## config.mk

```make
export PLATFORM = sky130hd
export DESIGN_NAME = adc_sample_histogram_core
export DESIGN_NICKNAME = d
export VERILOG_FILES = /design/src/sv/ash_pkg.sv /design/src/sv/ash_ram.sv /design/src/sv/ash_front.sv /design/src/sv/ash_update.sv /design/src/sv/adc_sample_histogram_core.sv
export SDC_FILE = /design/constraint.sdc
export NUM_CORES = 2
export LEC_CHECK = 0
export BUFFER_PORTS_ARGS = -buffer_cell sky130_fd_sc_hd__buf_2
export CAP_MARGIN = 15
export CORE_MARGIN = 3
export CORE_UTILIZATION = 60
export CTS_CLUSTER_DIAMETER = 150
export DETAILED_ROUTE_END_ITERATION = 8
export PLACE_DENSITY = 0.8
export SLEW_MARGIN = 20
export SYNTH_ARGS = -nofsm -noshare
export SYNTH_HDL_FRONTEND = slang
export SYNTH_SLANG_ARGS = --single-unit
```

## constraint.sdc

```tcl
create_clock -name clk -period 16.7 [get_ports clk]
set_input_delay 5.01 -clock clk [delete_from_list [all_inputs] [get_ports clk]]
set_output_delay 5.01 -clock clk [all_outputs]
set_load 0.01 [all_outputs]
```

## src/sv/ash_pkg.sv

```systemverilog
`timescale 1ns / 1ps
// ----------------------------------------------------------------------------
// ash_pkg
// Shared widths, reset values, register codes and stage types for the
// converter sample histogram.
// ----------------------------------------------------------------------------
package ash_pkg;

    localparam int SAMPLE_W        = 12;
    localparam int LIMIT_W         = 11;
    localparam int COUNT_W         = 11;
    localparam int CFG_INDEX_W     = 1;
    localparam int CFG_DATA_W      = SAMPLE_W;

    localparam int BINS_DEF        = 256;
    localparam int MAX_CAPTURE_DEF = 1024;

    localparam logic [SAMPLE_W-1:0] BASE_RESET  = 12'd1950;
    localparam logic [LIMIT_W-1:0]  LIMIT_RESET = 11'd1000;

    localparam logic [CFG_INDEX_W-1:0] CFG_BASE_VALUE    = 1'b0;
    localparam logic [CFG_INDEX_W-1:0] CFG_CAPTURE_LIMIT = 1'b1;

    localparam logic OP_SAMPLE = 1'b0;
    localparam logic OP_READ   = 1'b1;

    // Work carried from the accept stage into the read-modify-write stage
    typedef struct packed {
        logic                wr;
        logic                rsp;
        logic                last;
        logic [SAMPLE_W-1:0] bar_value;
    } stage_ctrl_t;

    typedef struct packed {
        logic clearing;
        logic full;
    } front_status_t;

endpackage

```

## src/sv/ash_ram.sv

```systemverilog
`timescale 1ns / 1ps
// ----------------------------------------------------------------------------
// ash_ram
// Simple dual-port RAM: one write port, one read port, registered read data
// that holds when no read is issued.
// ----------------------------------------------------------------------------
module ash_ram #(
    parameter int WIDTH = 8,
    parameter int DEPTH = 256,
    localparam int AW   = $clog2(DEPTH)
) (
    input  logic             clk,
    input  logic             we,
    input  logic [AW-1:0]    wr_addr,
    input  logic [WIDTH-1:0] wr_data,
    input  logic             rd_en,
    input  logic [AW-1:0]    rd_addr,
    output logic [WIDTH-1:0] rd_data
);

    logic [WIDTH-1:0] mem [DEPTH];
    logic [WIDTH-1:0] rd_data_reg;

    always_ff @(posedge clk)
    begin
        if (we)
        begin
            mem[wr_addr] <= wr_data;
        end
        if (rd_en)
        begin
            rd_data_reg <= mem[rd_addr];
        end
    end

    assign rd_data = rd_data_reg;

endmodule

```

## src/sv/ash_front.sv

```systemverilog
`timescale 1ns / 1ps
// ----------------------------------------------------------------------------
// ash_front
// Accept stage: configuration registers, capture bookkeeping, readout
// pointer, bin address and the clearing sweep over the count memory.
// ----------------------------------------------------------------------------
module ash_front import ash_pkg::*; #(
    parameter int BINS        = BINS_DEF,
    parameter int MAX_CAPTURE = MAX_CAPTURE_DEF,
    localparam int IDX_W      = $clog2(BINS)
) (
    input  logic                   clk,
    input  logic                   rst_n,
    input  logic                   cfg_valid,
    input  logic [CFG_INDEX_W-1:0] cfg_index,
    input  logic [CFG_DATA_W-1:0]  cfg_data,
    input  logic                   in_valid,
    input  logic                   op,
    input  logic [SAMPLE_W-1:0]    sample,
    input  logic                   s1_hold,
    input  logic                   s1_valid,
    output logic                   in_stall,
    output logic                   issue_valid,
    output stage_ctrl_t            issue_ctrl,
    output logic [IDX_W-1:0]       issue_addr,
    output logic                   clr_we,
    output logic [IDX_W-1:0]       clr_addr,
    output front_status_t          status
);

    localparam int CNT_W  = $clog2(MAX_CAPTURE + 1);
    localparam int WIDE_W = (CNT_W > LIMIT_W) ? CNT_W : LIMIT_W;
    localparam logic [WIDE_W-1:0]   MAX_LIM     = WIDE_W'(MAX_CAPTURE);
    localparam logic [SAMPLE_W:0]   BINS_X      = (SAMPLE_W + 1)'(BINS);
    localparam logic [SAMPLE_W:0]   LAST_IDX_X  = (SAMPLE_W + 1)'(BINS - 1);
    localparam logic [IDX_W-1:0]    LAST_IDX    = IDX_W'(BINS - 1);

    logic [SAMPLE_W-1:0] base_value_reg, base_value_next;
    logic [LIMIT_W-1:0]  capture_limit_reg, capture_limit_next;
    logic [CNT_W-1:0]    captured_reg, captured_next;
    logic [SAMPLE_W-1:0] largest_reg, largest_next;
    logic                any_reg, any_next;
    logic [IDX_W-1:0]    rptr_reg, rptr_next;
    logic                clearing_reg, clearing_next;
    logic [IDX_W-1:0]    clr_addr_reg, clr_addr_next;

    logic [WIDE_W-1:0]   lim_raw;
    logic [WIDE_W-1:0]   eff_lim;
    logic                full;
    logic                accept;
    logic                in_window;
    logic [SAMPLE_W-1:0] offset;
    logic                in_bins;
    logic [SAMPLE_W-1:0] top_diff;
    logic                top_valid;
    logic [IDX_W-1:0]    end_idx;
    logic                is_last;

    always_comb
    begin
        lim_raw = WIDE_W'(capture_limit_reg);
        if (lim_raw == '0)
        begin
            eff_lim = WIDE_W'(1);
        end
        else if (lim_raw > MAX_LIM)
        begin
            eff_lim = MAX_LIM;
        end
        else
        begin
            eff_lim = lim_raw;
        end
    end

    assign full      = WIDE_W'(captured_reg) >= eff_lim;
    assign in_stall  = clearing_reg || s1_hold;
    assign accept    = in_valid && !in_stall;
    assign in_window = sample >= base_value_reg;
    assign offset    = sample - base_value_reg;
    assign in_bins   = {1'b0, offset} < BINS_X;
    assign top_diff  = largest_reg - base_value_reg;
    assign top_valid = any_reg && (largest_reg >= base_value_reg);

    // Final bar: largest capture clamped to the last bin, or the first bin
    always_comb
    begin
        if (!top_valid)
        begin
            end_idx = '0;
        end
        else if ({1'b0, top_diff} > LAST_IDX_X)
        begin
            end_idx = LAST_IDX;
        end
        else
        begin
            end_idx = top_diff[IDX_W-1:0];
        end
    end

    assign is_last = rptr_reg >= end_idx;

    always_comb
    begin
        base_value_next    = base_value_reg;
        capture_limit_next = capture_limit_reg;
        captured_next      = captured_reg;
        largest_next       = largest_reg;
        any_next           = any_reg;
        rptr_next          = rptr_reg;
        clearing_next      = clearing_reg;
        clr_addr_next      = clr_addr_reg;
        issue_ctrl         = '0;
        issue_addr         = offset[IDX_W-1:0];

        if (cfg_valid)
        begin
            case (cfg_index)
                CFG_BASE_VALUE:    base_value_next    = cfg_data;
                CFG_CAPTURE_LIMIT: capture_limit_next = cfg_data[LIMIT_W-1:0];
                default:           ;
            endcase
        end

        if (accept)
        begin
            case (op)
                OP_SAMPLE:
                begin
                    if (!full)
                    begin
                        captured_next = captured_reg + CNT_W'(1);
                        if (sample > largest_reg)
                        begin
                            largest_next = sample;
                        end
                        if (in_window)
                        begin
                            any_next = 1'b1;
                            issue_ctrl.wr = in_bins;
                        end
                    end
                end
                OP_READ:
                begin
                    if (full)
                    begin
                        issue_ctrl.rsp       = 1'b1;
                        issue_ctrl.last      = is_last;
                        issue_ctrl.bar_value = base_value_reg + SAMPLE_W'(rptr_reg);
                        issue_addr           = rptr_reg;
                        if (is_last)
                        begin
                            // drop the capture and sweep the counts back to zero
                            captured_next = '0;
                            largest_next  = '0;
                            any_next      = 1'b0;
                            rptr_next     = '0;
                            clearing_next = 1'b1;
                            clr_addr_next = '0;
                        end
                        else
                        begin
                            rptr_next = rptr_reg + IDX_W'(1);
                        end
                    end
                end
                default: ;
            endcase
        end

        if (clr_we)
        begin
            if (clr_addr_reg == LAST_IDX)
            begin
                clearing_next = 1'b0;
                clr_addr_next = '0;
            end
            else
            begin
                clr_addr_next = clr_addr_reg + IDX_W'(1);
            end
        end
    end

    // Hold the sweep until the last bar has left the modify stage
    assign clr_we      = clearing_reg && !s1_valid;
    assign clr_addr    = clr_addr_reg;
    assign issue_valid = accept && (issue_ctrl.wr || issue_ctrl.rsp);

    assign status.clearing = clearing_reg;
    assign status.full     = full;

    always_ff @(posedge clk or negedge rst_n)
    begin
        if (!rst_n)
        begin
            base_value_reg    <= BASE_RESET;
            capture_limit_reg <= LIMIT_RESET;
            captured_reg      <= '0;
            largest_reg       <= '0;
            any_reg           <= 1'b0;
            rptr_reg          <= '0;
            clearing_reg      <= 1'b1;
            clr_addr_reg      <= '0;
        end
        else
        begin
            base_value_reg    <= base_value_next;
            capture_limit_reg <= capture_limit_next;
            captured_reg      <= captured_next;
            largest_reg       <= largest_next;
            any_reg           <= any_next;
            rptr_reg          <= rptr_next;
            clearing_reg      <= clearing_next;
            clr_addr_reg      <= clr_addr_next;
        end
    end

endmodule

```

## src/sv/ash_update.sv

```systemverilog
`timescale 1ns / 1ps
// ----------------------------------------------------------------------------
// ash_update
// Modify stage: increments a bin count read from memory, forwarding the most
// recent write, and loads bars into the output register.
// ----------------------------------------------------------------------------
module ash_update import ash_pkg::*; #(
    parameter int BINS        = BINS_DEF,
    parameter int MAX_CAPTURE = MAX_CAPTURE_DEF,
    localparam int IDX_W      = $clog2(BINS),
    localparam int CNT_W      = $clog2(MAX_CAPTURE + 1)
) (
    input  logic                clk,
    input  logic                rst_n,
    input  logic                issue_valid,
    input  stage_ctrl_t         issue_ctrl,
    input  logic [IDX_W-1:0]    issue_addr,
    input  logic [CNT_W-1:0]    rd_data,
    input  logic                clr_we,
    input  logic [IDX_W-1:0]    clr_addr,
    input  logic                out_stall,
    output logic                s1_hold,
    output logic                s1_valid,
    output logic                s1_bin_write,
    output logic                s1_final,
    output logic                ram_we,
    output logic [IDX_W-1:0]    ram_addr,
    output logic [CNT_W-1:0]    ram_wdata,
    output logic                out_valid,
    output logic [SAMPLE_W-1:0] bar_value,
    output logic [COUNT_W-1:0]  bar_count,
    output logic                last_bar
);

    localparam int EXT_W = (CNT_W > COUNT_W) ? CNT_W : COUNT_W;

    logic                s1_valid_reg, s1_valid_next;
    stage_ctrl_t         s1_ctrl_reg, s1_ctrl_next;
    logic [IDX_W-1:0]    s1_addr_reg, s1_addr_next;
    logic                fwd_valid_reg, fwd_valid_next;
    logic [IDX_W-1:0]    fwd_addr_reg, fwd_addr_next;
    logic [CNT_W-1:0]    fwd_data_reg, fwd_data_next;
    logic                out_valid_reg, out_valid_next;
    logic [SAMPLE_W-1:0] bar_value_reg, bar_value_next;
    logic [COUNT_W-1:0]  bar_count_reg, bar_count_next;
    logic                last_bar_reg, last_bar_next;

    logic [CNT_W-1:0]    cur_count;
    logic [EXT_W-1:0]    cur_ext;
    logic                out_load;

    // Write landing on the same edge as our read is not in rd_data yet
    assign cur_count = (fwd_valid_reg && (fwd_addr_reg == s1_addr_reg)) ? fwd_data_reg
                                                                         : rd_data;
    assign cur_ext   = EXT_W'(cur_count);

    assign s1_hold      = s1_valid_reg && s1_ctrl_reg.rsp && out_valid_reg && out_stall;
    assign s1_valid     = s1_valid_reg;
    assign s1_bin_write = s1_valid_reg && s1_ctrl_reg.wr;
    assign out_load     = s1_valid_reg && s1_ctrl_reg.rsp && !s1_hold;
    assign s1_final     = out_load && s1_ctrl_reg.last;

    always_comb
    begin
        ram_we    = 1'b0;
        ram_addr  = clr_addr;
        ram_wdata = '0;
        if (s1_bin_write)
        begin
            ram_we    = 1'b1;
            ram_addr  = s1_addr_reg;
            ram_wdata = cur_count + CNT_W'(1);
        end
        else if (clr_we)
        begin
            ram_we = 1'b1;
        end
    end

    always_comb
    begin
        s1_valid_next  = s1_valid_reg;
        s1_ctrl_next   = s1_ctrl_reg;
        s1_addr_next   = s1_addr_reg;
        fwd_valid_next = fwd_valid_reg;
        fwd_addr_next  = fwd_addr_reg;
        fwd_data_next  = fwd_data_reg;
        out_valid_next = out_valid_reg;
        bar_value_next = bar_value_reg;
        bar_count_next = bar_count_reg;
        last_bar_next  = last_bar_reg;

        if (!s1_hold)
        begin
            s1_valid_next = issue_valid;
            if (issue_valid)
            begin
                s1_ctrl_next = issue_ctrl;
                s1_addr_next = issue_addr;
            end
        end

        if (ram_we)
        begin
            fwd_valid_next = 1'b1;
            fwd_addr_next  = ram_addr;
            fwd_data_next  = ram_wdata;
        end

        if (out_load)
        begin
            out_valid_next = 1'b1;
            bar_value_next = s1_ctrl_reg.bar_value;
            bar_count_next = cur_ext[COUNT_W-1:0];
            last_bar_next  = s1_ctrl_reg.last;
        end
        else if (!out_stall)
        begin
            out_valid_next = 1'b0;
        end
    end

    always_ff @(posedge clk or negedge rst_n)
    begin
        if (!rst_n)
        begin
            s1_valid_reg  <= 1'b0;
            fwd_valid_reg <= 1'b0;
            out_valid_reg <= 1'b0;
        end
        else
        begin
            s1_valid_reg  <= s1_valid_next;
            fwd_valid_reg <= fwd_valid_next;
            out_valid_reg <= out_valid_next;
        end
    end

    always_ff @(posedge clk)
    begin
        s1_ctrl_reg   <= s1_ctrl_next;
        s1_addr_reg   <= s1_addr_next;
        fwd_addr_reg  <= fwd_addr_next;
        fwd_data_reg  <= fwd_data_next;
        bar_value_reg <= bar_value_next;
        bar_count_reg <= bar_count_next;
        last_bar_reg  <= last_bar_next;
    end

    assign out_valid = out_valid_reg;
    assign bar_value = bar_value_reg;
    assign bar_count = bar_count_reg;
    assign last_bar  = last_bar_reg;

endmodule

```

## src/sv/adc_sample_histogram_core.sv

```systemverilog
`timescale 1ns / 1ps
// ----------------------------------------------------------------------------
// adc_sample_histogram_core
// Histogram of converter samples: bin counts live in one RAM, updated by a
// read-modify-write stage; read requests return one bar per transfer.
// Throughput: one item per cycle while in_stall is low; samples hitting the same bin
// back to back are served by forwarding the last RAM write.
// Read path: a bar's count is read from the RAM on the accept edge into the modify
// stage, then loaded into the output register; samples produce no transfer.
// Reset: counts are swept to zero after reset and again after each final bar, once
// the final bar has left the modify stage (later while out_stall holds it there);
// input is stalled during the sweep.
// ----------------------------------------------------------------------------
module adc_sample_histogram_core import ash_pkg::*; #(
    parameter int BINS        = BINS_DEF,
    parameter int MAX_CAPTURE = MAX_CAPTURE_DEF
) (
    input  logic                   clk,
    input  logic                   rst_n,
    input  logic                   cfg_valid,
    output logic                   cfg_ready,
    input  logic [CFG_INDEX_W-1:0] cfg_index,
    input  logic [CFG_DATA_W-1:0]  cfg_data,
    input  logic                   in_valid,
    output logic                   in_stall,
    input  logic                   op,
    input  logic [SAMPLE_W-1:0]    sample,
    output logic                   out_valid,
    input  logic                   out_stall,
    output logic [SAMPLE_W-1:0]    bar_value,
    output logic [COUNT_W-1:0]     bar_count,
    output logic                   last_bar
);

    localparam int IDX_W = $clog2(BINS);
    localparam int CNT_W = $clog2(MAX_CAPTURE + 1);

    logic             s1_hold;
    logic             s1_valid;
    logic             s1_bin_write;
    logic             s1_final;
    logic             issue_valid;
    stage_ctrl_t      issue_ctrl;
    logic [IDX_W-1:0] issue_addr;
    logic             clr_we;
    logic [IDX_W-1:0] clr_addr;
    front_status_t    status;
    logic             ram_we;
    logic [IDX_W-1:0] ram_addr;
    logic [CNT_W-1:0] ram_wdata;
    logic [CNT_W-1:0] rd_data;

    // The user must write registers only while idle; the block does not enforce it
    assign cfg_ready = 1'b1;

    ash_front #(
        .BINS        (BINS),
        .MAX_CAPTURE (MAX_CAPTURE)
    ) u_front (
        .clk         (clk),
        .rst_n       (rst_n),
        .cfg_valid   (cfg_valid),
        .cfg_index   (cfg_index),
        .cfg_data    (cfg_data),
        .in_valid    (in_valid),
        .op          (op),
        .sample      (sample),
        .s1_hold     (s1_hold),
        .s1_valid    (s1_valid),
        .in_stall    (in_stall),
        .issue_valid (issue_valid),
        .issue_ctrl  (issue_ctrl),
        .issue_addr  (issue_addr),
        .clr_we      (clr_we),
        .clr_addr    (clr_addr),
        .status      (status)
    );

    ash_ram #(
        .WIDTH (CNT_W),
        .DEPTH (BINS)
    ) u_bin_ram (
        .clk     (clk),
        .we      (ram_we),
        .wr_addr (ram_addr),
        .wr_data (ram_wdata),
        .rd_en   (issue_valid),
        .rd_addr (issue_addr),
        .rd_data (rd_data)
    );

    ash_update #(
        .BINS        (BINS),
        .MAX_CAPTURE (MAX_CAPTURE)
    ) u_update (
        .clk          (clk),
        .rst_n        (rst_n),
        .issue_valid  (issue_valid),
        .issue_ctrl   (issue_ctrl),
        .issue_addr   (issue_addr),
        .rd_data      (rd_data),
        .clr_we       (clr_we),
        .clr_addr     (clr_addr),
        .out_stall    (out_stall),
        .s1_hold      (s1_hold),
        .s1_valid     (s1_valid),
        .s1_bin_write (s1_bin_write),
        .s1_final     (s1_final),
        .ram_we       (ram_we),
        .ram_addr     (ram_addr),
        .ram_wdata    (ram_wdata),
        .out_valid    (out_valid),
        .bar_value    (bar_value),
        .bar_count    (bar_count),
        .last_bar     (last_bar)
    );

    // The final bar always leaves with the clearing sweep pending
    a_final_bar_clears: assert property (@(posedge clk) disable iff (!rst_n)
        s1_final |-> status.clearing)
        else $error("final bar left without a clearing sweep");

    // No bin increment may overlap the clearing sweep
    a_no_count_in_sweep: assert property (@(posedge clk) disable iff (!rst_n)
        status.clearing |-> !s1_bin_write)
        else $error("bin write during clearing sweep");

    // A bar request issued to the RAM reaches the modify stage next cycle
    a_request_reaches_stage: assert property (@(posedge clk) disable iff (!rst_n)
        (issue_valid && issue_ctrl.rsp) |=> s1_valid)
        else $error("bar request lost between issue and modify stage");

endmodule

```

==> results.cfg <==
[synth]
synthTopCellsByCount = 2893 x edfxtp_1, 1970 x nand2_1, 677 x nand3_1
postSynthAreaPerCell_um2 = 14.0
synth_most_common_cell = edfxtp_1
synth_edf_count = 2893
synth.top_cell.area_share_pct = 72.8
async_reset_ff_share_pct = 2.26
syn_nets = 8619
synth_cell_type_count = 91
ys_warn_count = 0
synth_area_leaders = edfxtp_1 73%, nand2_1 6.2%, nand3_1 2.8%
ys_seq_elements = 2960
syn-cell-area_um2 = 119000
synthCells = 8515
synth-seq-area-share_pct = 74.2
yosysTopAreaCell = edfxtp_1
synth_flop_cell = edfxtp_1

[grt]
antenna_found_initial = 18
gr-usage-all-layers_pct = 34.1
globalRouteOverflowTotal = 0
grt_start_max_net_pins = 217
grt_first_pass_wirelength_mm = 510
grt_pass1_vias = 75588

[min_path]
hold_start = u_update.s1_ctrl_reg[3]
hold-path-endpoint = u_update.bar_value[3]
whs_path_depth = 0
min_path_type = register to register

[sta]
setup_viol = 0
rsz0062_at_grt = no
post-route-period-util_pct = 64.4
tightest_slew_ns = 1.26
finalHoldViolCount = 0
min_period_ns = 10.75
tns_ns = 0
maxSlewHeadroom_pct = 16.0
slew_viol_final = 0
skew_ns = 0.0746
fmax_mhz = 93.1
hold_ws_ns = 0.417

[floorplan]
fp.coreArea_um2 = 198000
initial_utilization_pct = 60.4
ioPinCount = 58
dieArea_um2 = 204000
die_h_um = 452
row_count = 163
die_w_um = 452

[cts]
clockBufferDepth = 4
postCtsSetupRepairBufs = 0
htreeDepth = 5
clock_sinks = 2960
cts_buffers = 301
cts-resized-gates = 0
postCtsHoldBufs = 0
insertion_delay_ns = 0.96
clkSlewWorstSetupHoldPaths_ns = 0.06
cts.root.buffer_cell = clkbuf_16
cts_tree = built

[cells_and_area]
fin_nets = 8707
regArea_um2 = 88600
syn2layout_area_growth_pct = 11.0
multi_input_area_um2 = 28500
largest_register_ffs = 2816
layout-drive-gt1-share_pct = 11.7
fill_cells = 12451

[worst_setup_path]
cpMostUsedCell = buf_2
worstPathArrival_ns = 5.74
ff2ff_setup_slack_ns = 8.78
critPathBufInv = 3
path_class = primary input to output port
endpoint_kind = output port
r2r_end = u_bin_ram.rd_data[1]
cp_num_cells = 4
worstReg2RegStart = u_front.capture_limit_reg[1]
crit_chain = buf_2 > a41oi_4 > inv_1 > buf_2
cpLargestDelayFamily = buffers and inverters
cp-start-kind = primary input
cp.required_ns = 11.69
r2r_cells = 18
crit_slowest_cell = a41oi_4
critPathMaxFanout = 6
slowest_delay_ns = 0.34

[placement]
hpwlAfterDp_mm = 205
gp_congestion = 0.958
portBuffers = 56

[drt]
drc_errors = 0
postRouteAntennaNets = 0
first_pass_iters = 8
vias = 79521
wirelength_mm = 355
drt_iter0_markers = 15315
routed_via_density = 6.93
routedWlPerCell_um = 31.0

[power]
power_density_nw_per_um2 = 158
finalPower_uw = 20900
worst_ir_drop_vdd_v = 0.000170
leakage_uw = 0.0462

[run]
maxCapViolCount = 0

[outcome]
outcome = finished, final reports clean
## worst max path at each step
stage	startpoint	endpoint	slack, ns
floorplan	u_update.s1_addr_reg[1]	u_bin_ram.mem[0][7]	2.61
global placement	sample[0]	u_bin_ram.rd_data[1]	5.17
detailed placement	out_stall	u_bin_ram.rd_data[6]	5.05
CTS	out_stall	in_stall	5.96
global route	sample[0]	u_bin_ram.rd_data[1]	5.85
finish	out_stall	in_stall	5.95
## final cells by class
class / count / area share (%)
Multi-Input combinational cell: 4960 / 21.5
Timing Repair Buffer: 302 / 1.81
Tap cell: 2640 / 2.49
Sequential cell: 2960 / 66.8
Clock inverter: 155 / 1.09
Inverter: 78 / 0.238
Clock buffer: 358 / 5.97
Antenna cell: 14 / 0.0264
## power breakdown
part / switching [uW] / leakage [uW] / internal (uW)
Sequential: 93.5 / 0.0288 / 8280
Combinational: 4440 / 0.0128 / 1520
Clock: 2770 / 0.00457 / 3790
Total: 7300 / 0.0462 / 13600
## cell usage in the layout, fill, tap and decap left out, drive strengths merged, types with 15 or more instances in the layout
cell	n
o21ai	121
and3	183
clkinv	115
o211ai	20
a221oi	18
a21o	21
mux2i	211
edfxtp	2893
a31oi	214
bufinv	27
clkbuf	360
xnor2	26
a32oi	98
nor3	38
mux4	91
buf	300
inv	83
dfrtp	52
nand3	678
nor2b	17
a21oi	217
mux2	16
nand2b	18
nor4	36
o22ai	39
nand2	1973
dfstp	15
ha	70
a311oi	75
nand4	81
a22oi	35
o2111ai	27
o221ai	15
a211oi	59
nor2	404
## cell families (layout without fill, tap and decap cells)
| group | after synthesis | count (layout) | share of synthesized area [%] |
|---|---|---|---|
| AO/OA/AOI/OAI | 1071 | 1071 | 6.20 |
| XOR/XNOR | 40 | 40 | 0.293 |
| adder cells (fa/ha/maj) | 73 | 73 | 0.784 |
| buffers and inverters | 595 | 893 | 2.43 |
| flip-flops | 2960 | 2960 | 74.2 |
| multiplexers | 318 | 318 | 3.64 |
| other | 1 | 15 | 0.00314 |
| AND/OR/NAND/NOR | 3457 | 3457 | 12.5 |
## metal layers
layer	track usage, %	wire [um]	vias up
met3	10.9	55000	1576
met5	0.187	106	-
met1	44.6	116000	38445
li1	-	-	32223
met4	21.3	26800	10
met2	50.0	157000	7267
## metrics by stage
stage	area, um2	setup WS [ns]	std cells	util (%)
final	133000	5.95	11467	67.0
after global routing	132000	5.85	11454	67.0
after CTS	132000	5.96	11449	66.9
after detailed placement	123000	5.05	10936	62.2
after global placement	123000	5.17	10934	62.1
after floorplan	119000	2.61	8515	-
(Power assumes the default switching activity.)
